==> src/sv/rcl_pkg.sv <==
// Package for the riff/aiff chunk locator.
// Holds the parse phase type, container tags and configuration register indexes.
// No dependencies.
`timescale 1ns / 1ps
`default_nettype none

package rcl_pkg;

  // parse phases of the container walk
  typedef enum logic [2:0] {
    PH_OUTER_TAG = 3'd0,
    PH_OUTER_LEN = 3'd1,
    PH_FORM_TYPE = 3'd2,
    PH_CHUNK_TAG = 3'd3,
    PH_CHUNK_LEN = 3'd4,
    PH_SKIP      = 3'd5,
    PH_DONE      = 3'd6
  } phase_t;

  // four-character tags, first file byte in the low byte
  localparam logic [31:0] TAG_RIFF = 32'h4646_4952;
  localparam logic [31:0] TAG_WAVE = 32'h4556_4157;
  localparam logic [31:0] TAG_FORM = 32'h4D52_4F46;
  localparam logic [31:0] TAG_AIFF = 32'h4646_4941;
  localparam logic [31:0] TAG_AIFC = 32'h4346_4941;

  // configuration register indexes
  localparam logic CFG_CONTAINER_FORMAT = 1'b0;
  localparam logic CFG_TARGET_TAG       = 1'b1;

  // field widths
  localparam int unsigned POS_W    = 33;
  localparam int unsigned HDR_W    = 34;
  localparam int unsigned OUT_DATA_W = 40;

  // fixed header offsets
  localparam logic [POS_W-1:0] FORM_TYPE_OFFSET  = 33'd8;
  localparam logic [HDR_W-1:0] FIRST_CHUNK_OFFSET = 34'd12;

  // one result transaction
  typedef struct packed {
    logic             found;
    logic [POS_W-1:0] chunk_offset;
  } result_t;

endpackage : rcl_pkg

`default_nettype wire

==> src/sv/riff_aiff_chunk_locator_unit.sv <==
// Chunk locator top level: walks a RIFF/WAVE or FORM/AIFF byte stream and
// reports the offset of the chunk whose tag equals the configured target.
// Depends on rcl_pkg.
`timescale 1ns / 1ps
`default_nettype none

// Usage
//   Input stream: one file byte per transaction on s_tdata, s_tlast set on the
//   last byte of a file. Output stream: one result transaction per file,
//   m_tuser = found, m_tdata = chunk offset (zero when not found).
//   Configuration: cfg_write_enable with cfg_index 0 writes container_format
//   (0 = RIFF/WAVE little-endian, 1 = FORM/AIFF big-endian), cfg_index 1 writes
//   target_tag (first tag byte in the low byte). Write only while idle.
// Timing
//   One byte is accepted every cycle while s_tready is high. Each byte goes
//   through a single level of compare/shift/add logic into the walk registers;
//   the widest path is the 34-bit next-header add and compare against the
//   container end. A result is registered into the output or skid register.
// Stall and reset
//   Results go to an output register backed by one skid register; s_tready
//   drops only while the skid register holds a result, so the input keeps
//   flowing while one result waits. Bytes after a result are dropped until
//   s_tlast, which also clears the walk. rst (synchronous, active high)
//   clears the walk, the configuration registers and both result valid flags.
module riff_aiff_chunk_locator_unit (
  input  wire logic        clk,
  input  wire logic        rst,
  // input stream
  input  wire logic        s_tvalid,
  output logic             s_tready,
  input  wire logic [7:0]  s_tdata,   // [7:0] data_byte
  input  wire logic        s_tlast,   // end_of_file
  // output stream
  output logic             m_tvalid,
  input  wire logic        m_tready,
  output logic [rcl_pkg::OUT_DATA_W-1:0] m_tdata,  // [32:0] chunk_offset, [39:33] zero
  output logic             m_tuser,   // [0] found
  // configuration
  input  wire logic        cfg_write_enable,
  input  wire logic        cfg_index,
  input  wire logic [31:0] cfg_data
);
  import rcl_pkg::*;

  // configuration registers
  logic        container_format;
  logic [31:0] target_tag;

  // walk state
  phase_t             phase, phase_next;
  logic [POS_W-1:0]   byte_position, byte_position_next;
  logic [31:0]        word_assembler, word_assembler_next;
  logic [POS_W-1:0]   container_end, container_end_next;
  logic [HDR_W-1:0]   next_header, next_header_next;

  // result registers
  result_t out_res, skid_res;
  logic    out_valid, skid_valid;

  logic    s_accept, m_pop, emit;
  result_t res_new;

  // datapath helpers
  logic [1:0]       word_idx;
  logic             aiff;
  logic [31:0]      word_in;
  logic [HDR_W-1:0] pos_inc;
  logic [HDR_W-1:0] nxt_hdr;
  logic             form_ok;

  assign aiff     = container_format;
  assign s_tready = !skid_valid;
  assign s_accept = s_tvalid && s_tready;
  assign m_pop    = out_valid && m_tready;

  assign m_tvalid = out_valid;
  assign m_tuser  = out_res.found;
  assign m_tdata  = {{(OUT_DATA_W-POS_W){1'b0}}, out_res.chunk_offset};

  // configuration writes
  always_ff @(posedge clk) begin
    if (rst) begin
      container_format <= 1'b0;
      target_tag       <= 32'd0;
    end else if (cfg_write_enable) begin
      case (cfg_index)
        CFG_CONTAINER_FORMAT: container_format <= cfg_data[0];
        CFG_TARGET_TAG:       target_tag       <= cfg_data;
        default:              ;
      endcase
    end
  end

  // byte index within the current four-byte field
  assign word_idx = byte_position[1:0] - next_header[1:0];
  assign pos_inc  = {1'b0, byte_position} + {{(HDR_W-1){1'b0}}, 1'b1};

  // tags always assemble little-endian, aiff lengths big-endian
  always_comb begin
    if (aiff && (phase == PH_OUTER_LEN || phase == PH_CHUNK_LEN)) begin
      word_in = {word_assembler[23:0], s_tdata};
    end else begin
      word_in = {s_tdata, word_assembler[31:8]};
    end
  end

  // next chunk header: header + 8 + length, plus a pad byte for odd wav lengths
  assign nxt_hdr = next_header + {{(HDR_W-4){1'b0}}, 4'd8} + {2'b00, word_in}
                 + {{(HDR_W-1){1'b0}}, (!aiff && word_in[0])};

  assign form_ok = aiff ? (word_in == TAG_AIFF || word_in == TAG_AIFC)
                        : (word_in == TAG_WAVE);

  // walk step for one accepted byte
  always_comb begin
    phase_next          = phase;
    byte_position_next  = byte_position;
    word_assembler_next = word_assembler;
    container_end_next  = container_end;
    next_header_next    = next_header;
    emit                = 1'b0;
    res_new.found        = 1'b0;
    res_new.chunk_offset = '0;

    if (s_accept) begin
      case (phase)
        PH_OUTER_TAG, PH_OUTER_LEN, PH_FORM_TYPE, PH_CHUNK_TAG, PH_CHUNK_LEN: begin
          word_assembler_next = word_in;
          if (word_idx == 2'd3) begin
            case (phase)
              PH_OUTER_TAG: begin
                if (word_in != (aiff ? TAG_FORM : TAG_RIFF)) begin
                  emit = 1'b1;
                end else if (target_tag == word_in) begin
                  emit          = 1'b1;
                  res_new.found = 1'b1;
                end else begin
                  phase_next = PH_OUTER_LEN;
                end
              end
              PH_OUTER_LEN: begin
                if (aiff && word_in[31]) begin
                  container_end_next = '0;
                end else begin
                  container_end_next = {1'b0, word_in} + FORM_TYPE_OFFSET;
                end
                phase_next = PH_FORM_TYPE;
              end
              PH_FORM_TYPE: begin
                if (!form_ok) begin
                  emit = 1'b1;
                end else if (target_tag == word_in) begin
                  emit                 = 1'b1;
                  res_new.found        = 1'b1;
                  res_new.chunk_offset = FORM_TYPE_OFFSET;
                end else begin
                  next_header_next = FIRST_CHUNK_OFFSET;
                  if (FIRST_CHUNK_OFFSET >= {1'b0, container_end}) begin
                    emit = 1'b1;
                  end else begin
                    phase_next = PH_CHUNK_TAG;
                  end
                end
              end
              PH_CHUNK_TAG: begin
                if (word_in == target_tag) begin
                  emit                 = 1'b1;
                  res_new.found        = 1'b1;
                  res_new.chunk_offset = next_header[POS_W-1:0];
                end else begin
                  phase_next = PH_CHUNK_LEN;
                end
              end
              default: begin
                // chunk length complete
                if (nxt_hdr >= {1'b0, container_end}) begin
                  emit = 1'b1;
                end else begin
                  next_header_next = nxt_hdr;
                  phase_next = (nxt_hdr == pos_inc) ? PH_CHUNK_TAG : PH_SKIP;
                end
              end
            endcase
          end
        end
        PH_SKIP: begin
          if (pos_inc == next_header) begin
            phase_next = PH_CHUNK_TAG;
          end
        end
        default: ;
      endcase

      if (emit) begin
        phase_next = PH_DONE;
      end

      // end of file: report not found if still walking, then clear the walk
      if (s_tlast) begin
        if (!emit && phase_next != PH_DONE) begin
          emit                 = 1'b1;
          res_new.found        = 1'b0;
          res_new.chunk_offset = '0;
        end
        phase_next          = PH_OUTER_TAG;
        byte_position_next  = '0;
        word_assembler_next = '0;
        container_end_next  = '0;
        next_header_next    = '0;
      end else begin
        byte_position_next = pos_inc[POS_W-1:0];
      end
    end
  end

  // walk state registers
  always_ff @(posedge clk) begin
    if (rst) begin
      phase          <= PH_OUTER_TAG;
      byte_position  <= '0;
      word_assembler <= '0;
      container_end  <= '0;
      next_header    <= '0;
    end else begin
      phase          <= phase_next;
      byte_position  <= byte_position_next;
      word_assembler <= word_assembler_next;
      container_end  <= container_end_next;
      next_header    <= next_header_next;
    end
  end

  // output register with one skid entry
  always_ff @(posedge clk) begin
    if (rst) begin
      out_valid  <= 1'b0;
      skid_valid <= 1'b0;
    end else if (m_pop) begin
      if (skid_valid) begin
        out_res    <= skid_res;
        skid_valid <= 1'b0;
      end else if (emit) begin
        out_res <= res_new;
      end else begin
        out_valid <= 1'b0;
      end
    end else if (emit) begin
      if (!out_valid) begin
        out_res   <= res_new;
        out_valid <= 1'b1;
      end else begin
        skid_res   <= res_new;
        skid_valid <= 1'b1;
      end
    end
  end

  // skid entry is only filled behind a waiting result
  a_skid_behind_out: assert property (@(posedge clk) disable iff (rst)
    skid_valid |-> out_valid)
    else $error("skid register holds a result while the output register is empty");

  // a not-found result always carries a zero offset
  a_not_found_zero: assert property (@(posedge clk) disable iff (rst)
    (out_valid && !out_res.found) |-> (out_res.chunk_offset == '0))
    else $error("not-found result with nonzero offset");

  // the end-of-file byte leaves a clean walk
  a_eof_clears: assert property (@(posedge clk) disable iff (rst)
    (s_accept && s_tlast) |=> (phase == PH_OUTER_TAG && byte_position == '0
                               && next_header == '0))
    else $error("walk state not cleared after end of file");

  // no second result once a file is decided
  a_done_silent: assert property (@(posedge clk) disable iff (rst)
    (s_accept && phase == PH_DONE) |-> !emit)
    else $error("result produced after the file was already decided");

  // a result can never arrive while both result registers are full
  a_no_overflow: assert property (@(posedge clk) disable iff (rst)
    (out_valid && skid_valid && !m_tready) |=> (out_valid && skid_valid))
    else $error("result registers lost a result under stall");

endmodule : riff_aiff_chunk_locator_unit

`default_nettype wire
==> config.mk <==
export PLATFORM = sky130hd
export DESIGN_NAME = riff_aiff_chunk_locator_unit
export DESIGN_NICKNAME = d
export VERILOG_FILES = /design/src/sv/rcl_pkg.sv /design/src/sv/riff_aiff_chunk_locator_unit.sv
export SDC_FILE = /design/constraint.sdc
export NUM_CORES = 1
export LEC_CHECK = 0
export ABC_AREA = 1
export BUFFER_PORTS_ARGS = -buffer_cell sky130_fd_sc_hd__buf_2
export CAP_MARGIN = 0
export CORE_ASPECT_RATIO = 0.75
export CORE_MARGIN = 5
export CORE_UTILIZATION = 40
export CTS_CLUSTER_SIZE = 40
export DETAILED_ROUTE_END_ITERATION = 10
export GPL_TIMING_DRIVEN = 0
export HOLD_SLACK_MARGIN = 0.08
export PLACE_DENSITY_LB_ADDON = 0.15
export SYNTH_ARGS = -nofsm -noshare
export SYNTH_HDL_FRONTEND = slang
export SYNTH_SLANG_ARGS = --single-unit
==> constraint.sdc <==
create_clock -name clk -period 9.1 [get_ports clk]
set_input_delay 0.91 -clock clk [delete_from_list [all_inputs] [get_ports clk]]
set_output_delay 0.91 -clock clk [all_outputs]
set_load 0.05 [all_outputs]
Word-level counts from Yosys, hierarchy flattened:

Index checks and enable logic that the tools add are counted.

* $add $sub $neg: 6
* mux-type cells: 67
* equality and inequality tests: 22
* $mul: 0
* order comparisons: 2
* reduce and logical (&&, ||, !) cells: 29
* div/mod/pow operators: 0
* bitwise logic cells: 3
* shift-type cells: 0

Operator list (count)
* $mux W34: 19
* $mux W33: 6
* $eq A32 B31 Y1 const B: 3
* $mux W32: 3
* $eq A34 B34 Y1: 2
* $pmux W34 S2: 1
* $pmux W33 S2: 1
* $eq A32 B32 Y1: 2
* $mux W3: 13
* $add A33 B1 Y34 const B: 1
* $add A34 B1 Y34: 1
* $add A34 B32 Y34: 1
* $add A34 B4 Y34 const B: 1
* $ge A34 B33 Y1: 1
* $add A32 B4 Y33 const B: 1
* $ge A4 B33 Y1 const A: 1
* $ne A32 B31 Y1: 1
* $mux W28: 1
* $mux W1: 19
* $pmux W3 S4: 1
* $reduce_and A4 Y1: 3
* $reduce_bool A2 Y1: 5
* $ne A3 B3 Y1 const B: 3
* $reduce_and A2 Y1: 4
* other kinds (21): 35

* output and inout port bits: 43
* register bits: 238
* bits in latches: 0
* word-level logic and storage cells: 142
* input port bits: 47
* bits in writable memories: 0
* memories: 0
* ROM bits: 0

Depth between registers and ports, before layout:

* depth in word-level cells: 22
* depth in mapped cells: 44
* gate-level depth less buffers: 42

Worst setup path before layout:

No wires, ideal clock.

* path type: register to register
* from: reg phase[1]
* to: reg out_res (netlist bit m_tdata[0]) (enable)
* slack: 2.461 ns
* setup time: 0.437 ns
* buffers on the path: 2
* data arrival time: 6.203 ns
* cell stages (with the launch flop): 43
* cells stage by stage: dfxtp_1 > inv_2 > nand2_2 > nand2_2 > buf_6 > nand2_2 > nor2_4 > buf_6 > nand2_1 > nand2_2 > nand2_1 > fa_1 > inv_1 > ha_1 > inv_1 > fa_1 > inv_1 > nand2_1 > (+7 left out) > inv_1 > ha_1 > nand4_1 > nor3_1 > nand2_1 > nand3_1 > nand2_1 > nand2_1 > nand2_1 > nand2_1 > nand2_1 > nand3_1 > nand3_1 > inv_1 > nand2_1 > nand2_1 > nand4_1 > a21oi_1

* longest elaborated chain between the ends: 21
* elaborated cells on any way between the ends: 56
* classes of those cells: 2 x add/sub; 1 x order compare; 13 x eq/ne; 29 x mux; 11 x reduce/logical

Ends and longest elaborated chain
* start, declared: RTL line riff_aiff_chunk_locator_unit.sv:50 `phase_t phase, phase_next;`
* start signal, assigned: RTL line riff_aiff_chunk_locator_unit.sv:225 `phase <= phase_next;`
* $eq A3 B1 Y1 or $eq A3 B3 Y1 (tied branches): RTL line riff_aiff_chunk_locator_unit.sv:100, riff_aiff_chunk_locator_unit.sv:126, riff_aiff_chunk_locator_unit.sv:130
* $logic_or A1 B1 Y1: RTL line riff_aiff_chunk_locator_unit.sv:100 `if (aiff && (phase == PH_OUTER_LEN || phase == PH_CHUNK_LEN)) begin`
* $logic_and A1 B1 Y1: RTL line riff_aiff_chunk_locator_unit.sv:100
* $mux W32: RTL line riff_aiff_chunk_locator_unit.sv:100
* $add A34 B32 Y34, or another cell as far along: RTL line riff_aiff_chunk_locator_unit.sv:108 `assign nxt_hdr = next_header + {{(HDR_W-4){1'b0}}, 4'd8} + {2'b00, word_in}`
* $add A34 B1 Y34 or $logic_or A1 B1 Y1 (tied branches): RTL line riff_aiff_chunk_locator_unit.sv:109, riff_aiff_chunk_locator_unit.sv:111
* $ge A34 B33 Y1, or another cell as far along: RTL line riff_aiff_chunk_locator_unit.sv:176 `if (nxt_hdr >= {1'b0, container_end}) begin`
* $mux W1, or another cell as far along: RTL line riff_aiff_chunk_locator_unit.sv:176
* (+5 left out)
* $mux W3: RTL line riff_aiff_chunk_locator_unit.sv:125 `if (s_accept) begin`
* $ne A3 B3 Y1: RTL line riff_aiff_chunk_locator_unit.sv:200 `if (!emit && phase_next != PH_DONE) begin`
* $logic_and A1 B1 Y1: RTL line riff_aiff_chunk_locator_unit.sv:200
* $mux W1: RTL line riff_aiff_chunk_locator_unit.sv:200
* $mux W1 *: RTL line riff_aiff_chunk_locator_unit.sv:199 `if (s_tlast) begin`
* $mux W1 *: RTL line riff_aiff_chunk_locator_unit.sv:125
* $reduce_bool A2 Y1 (no source line)
* $reduce_and A4 Y1 (no source line) *
* end signal, assigned: RTL line riff_aiff_chunk_locator_unit.sv:240 `out_res <= skid_res;`
* end signal, assigned: RTL line riff_aiff_chunk_locator_unit.sv:243 `out_res <= res_new;`
* end signal, assigned: RTL line riff_aiff_chunk_locator_unit.sv:249 `out_res <= res_new;`
* end, declared: RTL line riff_aiff_chunk_locator_unit.sv:57 `result_t out_res, skid_res;`

Every way passes the cells marked *; elsewhere a longest branch is shown, timed or not. The select of a mux whose other input is x is not followed.
A chain may end at the register's enable or synchronous reset.

Final worst setup path:

* from: reg container_format (netlist: aiff)
* to: reg out_res (netlist bit m_tdata[5]) (enable)

* longest elaborated chain between the ends: 19
* elaborated cells on any way between the ends: 48
* classes of those cells: 2 x add/sub; 1 x order compare; 8 x eq/ne; 28 x mux; 9 x reduce/logical

Ends and longest elaborated chain
* start, declared: RTL line riff_aiff_chunk_locator_unit.sv:46 `logic container_format;`
* start signal, assigned: RTL line riff_aiff_chunk_locator_unit.sv:87 `CFG_CONTAINER_FORMAT: container_format <= cfg_data[0];`
* $logic_and A1 B1 Y1: RTL line riff_aiff_chunk_locator_unit.sv:100
* $mux W32: RTL line riff_aiff_chunk_locator_unit.sv:100
* $add A34 B32 Y34, or another cell as far along: RTL line riff_aiff_chunk_locator_unit.sv:108
* $add A34 B1 Y34 or $logic_or A1 B1 Y1 (tied branches): RTL line riff_aiff_chunk_locator_unit.sv:109, riff_aiff_chunk_locator_unit.sv:111
* $ge A34 B33 Y1, or another cell as far along: RTL line riff_aiff_chunk_locator_unit.sv:176
* $mux W1, or another cell as far along: RTL line riff_aiff_chunk_locator_unit.sv:176
* $pmux W1 S4 or $mux W3 (tied branches): RTL line riff_aiff_chunk_locator_unit.sv:130, riff_aiff_chunk_locator_unit.sv:176
* $mux W1 or $pmux W3 S4 (tied branches): RTL line riff_aiff_chunk_locator_unit.sv:129, riff_aiff_chunk_locator_unit.sv:130
* (+3 left out)
* $mux W3: RTL line riff_aiff_chunk_locator_unit.sv:125
* $ne A3 B3 Y1: RTL line riff_aiff_chunk_locator_unit.sv:200
* $logic_and A1 B1 Y1: RTL line riff_aiff_chunk_locator_unit.sv:200
* $mux W1: RTL line riff_aiff_chunk_locator_unit.sv:200
* $mux W1 *: RTL line riff_aiff_chunk_locator_unit.sv:199
* $mux W1 *: RTL line riff_aiff_chunk_locator_unit.sv:125
* $reduce_bool A2 Y1 (no source line)
* $reduce_and A4 Y1 (no source line) *

Marks and branches as above.

==> results.cfg <==
[route]
vias_per_cell = 5.338
route.detailed.drc = 0
drt-initial-drc-count = 2322
vias = 19720
ant_nets = 0
firstDrtPassIters = 6
wirelength_um = 78020
routedWlPerCell_um = 21.12

[placement]
dp_cells = 3642
portBuffers = 80
place_hpwl_um = 64390
place_ws_ns = 1.548
gp_congestion = 1.007

[global_route]
overflow = 0
grt_max_degree = 27
grt_pass1_wl_um = 112800
grt_antenna_before_repair = 0
gr-usage-all-layers_pct = 29.91
grt_pass1_vias = 17460

[critical_path]
path_class = reg -> reg
start_kind = register
cp.required_ns = 9.37
end_kind = register
crit_arrival_ns = 8.15
cpMaxStageDelayCell = clkbuf_1
cpPeakStageDelay_ns = 0.64
crit_path_frequent_cell = nand2_1
worstPathMaxFanout = 23

[synthesis]
synth-seq-cells = 238
synth_edf_count = 68
synth_cells = 2967
netlist_area_um2 = 18070
async_flop_share_pct = 0
synth_warnings = 0
ys.flop_type = dfxtp_1
syn_avg_cell_area_um2 = 6.092
ys_seq_area_share_pct = 30.13
yosysUniqueCellTypes = 48

[timing]
drv_slew = 0
tns_ns = 0
timing.final.crit_share_pct = 86.57
final_hold_viol_count = 0
rsz0062_at_grt = false
tightest_slew_ns = 1.299
worst_slack_ns = 1.222
fmax_ghz = 0.1269
finClkSkew_ns = 0.01760
slew_headroom_pct = 13.38
fin_crit_ns = 7.878
finalSetupViolCount = 0

[power]
power.leakage_nw = 9.522
peakVddDrop_mv = 0.1288
powerDensity_nw_per_um2 = 141.4

[clock_tree]
cts_resized = 0
ctsHtreeMaxLevel = 1
hold_buffers = 0
post_cts_buffers = 0
numCtsBuffers = 28
clk_pin_slew_ns = 0.06
cts_sinks = 238
cts_buffer_depth = 3
clock_latency_ns = 0.59
cts_tree = done
root_buffer = clkbuf_16

[layout]
final_cell_mix = 1020 x nand2_1, 473 x inv_1, 303 x nor2_1
layout-drive-gt1-share_pct = 6.467
mostFrequentLayoutCell = nand2_1
area_delta_synth_final_pct = 12.07
finish.utilization_pct = 45.33
finalNetCount = 3233
stdcell_count = 3694
diodes = 0

[outcome]
outcome = complete, no violations

[floorplan]
die_w_um = 255.5
design.portCount = 90
fp.dieArea_um2 = 49580
rows = 67
core-area_um2 = 44680
die_h_um = 194.1
start_util_pct = 40.45

[worst_hold_path]
hold_path_class = reg -> reg

[job]
maxCapViolCount = 0
-- layout make-up --
type                            count  area (um2)
Fill cell                        4816       24430
Multi-Input combinational cell   2169       10450
Sequential cell                   238        5445
Inverter                          478        1794
Clock buffer                       44       852.1
Tap cell                          586       733.2
Timing Repair Buffer               83       455.4
Buffer                             88       431.7
Clock inverter                      8       96.34
-- metal layers --
metal  wire length [um]  track usage [%]  vias to the layer above
met5                167            2.395                        -
met4               1557            5.355                        2
met3              10350            11.51                       75
met2              27590            37.76                      918
met1              38340            47.13                     9073
li1                   -                -                     9652
-- sequential cells by signal, indices dropped and copies added, names as in the netlist --
signal / cells
skid_res: 34
m_tvalid: 1
container_end: 33
byte_position: 33
aiff: 1
word_assembler: 32
skid_valid: 1
m_tuser: 1
next_header: 34
m_tdata: 33
phase: 3
target_tag: 32
-- where the power goes --
group	leakage, nW	internal (W)	switching (W)
clock network	0.465	0.000696	0.000504
logic	6.93	0.000150	0.000376
registers	2.12	0.00111	0.0000237
-- path summary, 6_finish.rpt --
| path | start | to | slack [ns] | cells past startpoint |
|---|---|---|---|---|
| min reg2reg | word_assembler[3] | word_assembler[3] | 0.47 | 2 |
| max | aiff | m_tdata[5] | 1.22 | 36 |
| max reg2reg | aiff | m_tdata[5] | 1.22 | 36 |
| min | word_assembler[3] | word_assembler[3] | 0.47 | 2 |
-- cell usage after synthesis (2+ instances only) --
cell         n  area, um2
nor2_1     305       1145
nand4_1     72      450.4
xor2_1      29      254.0
o21ai_2      5      43.79
edfxtp_1    68       2042
nor3_2       2      20.02
o211ai_1     7      52.55
or2_2        2      12.51
inv_1      473       1775
buf_1        6      22.52
o21ai_1      4      20.02
fa_1         2      40.04
a21oi_1    205       1026
buf_4       12      90.09
o21ai_0     67      335.3
nand2_1   1020       3829
inv_2        5      18.77
buf_2        9      45.04
clkbuf_1    55      206.5
ha_1        98       1226
nand3_1    206       1031
o21bai_1     4      30.03
nand2_2     18      112.6
o22ai_1     33      206.5
nor3_1      39      195.2
and2_1       4      25.02
nor4_1      10      62.56
nor2_2       3      18.77
nand3b_1     8      60.06
a21o_1       3      22.52
buf_6        6      67.56
dfxtp_1    170       3403
a41oi_1      2      17.52
-- kinds of logic (layout without fill, tap and decap cells) --
logic type               count (synthesis)  count (layout)  share of synthesized area (%)
buffers and inverters                  566             701                          12.32
AO/OA/AOI/OAI                          337             337                          10.14
adder cells (fa/ha/maj)                100             100                          7.006
other                                    1               7                        0.02075
AND/OR/NAND/NOR                       1695            1695                          38.93
flip-flops                             238             238                          30.13
XOR/XNOR                                30              30                          1.454
-- worst max-delay path: cells and delay by family, from the launching register on --
family	cells	cell delay [ns]
fa+ha+maj	4	1.39
flops	1	0.30
simple gates	20	2.80
compound gates	2	0.75
buf+inv	10	2.26
-- through the flow --
| step | total power (W) | hold slack, ns | area, um2 |
|---|---|---|---|
| floorplan | 0.001489 | 0.4298 | 18100 |
| detailed placement | 0.001671 | 0.4523 | 19310 |
| finish | 0.002864 | 0.4673 | 20250 |
| CTS | 0.002864 | 0.4634 | 20250 |
| global placement | 0.001666 | 0.4473 | 19230 |
| global route | 0.002973 | 0.4857 | 20250 |
No activity file was read; power rests on OpenSTA's default activity.
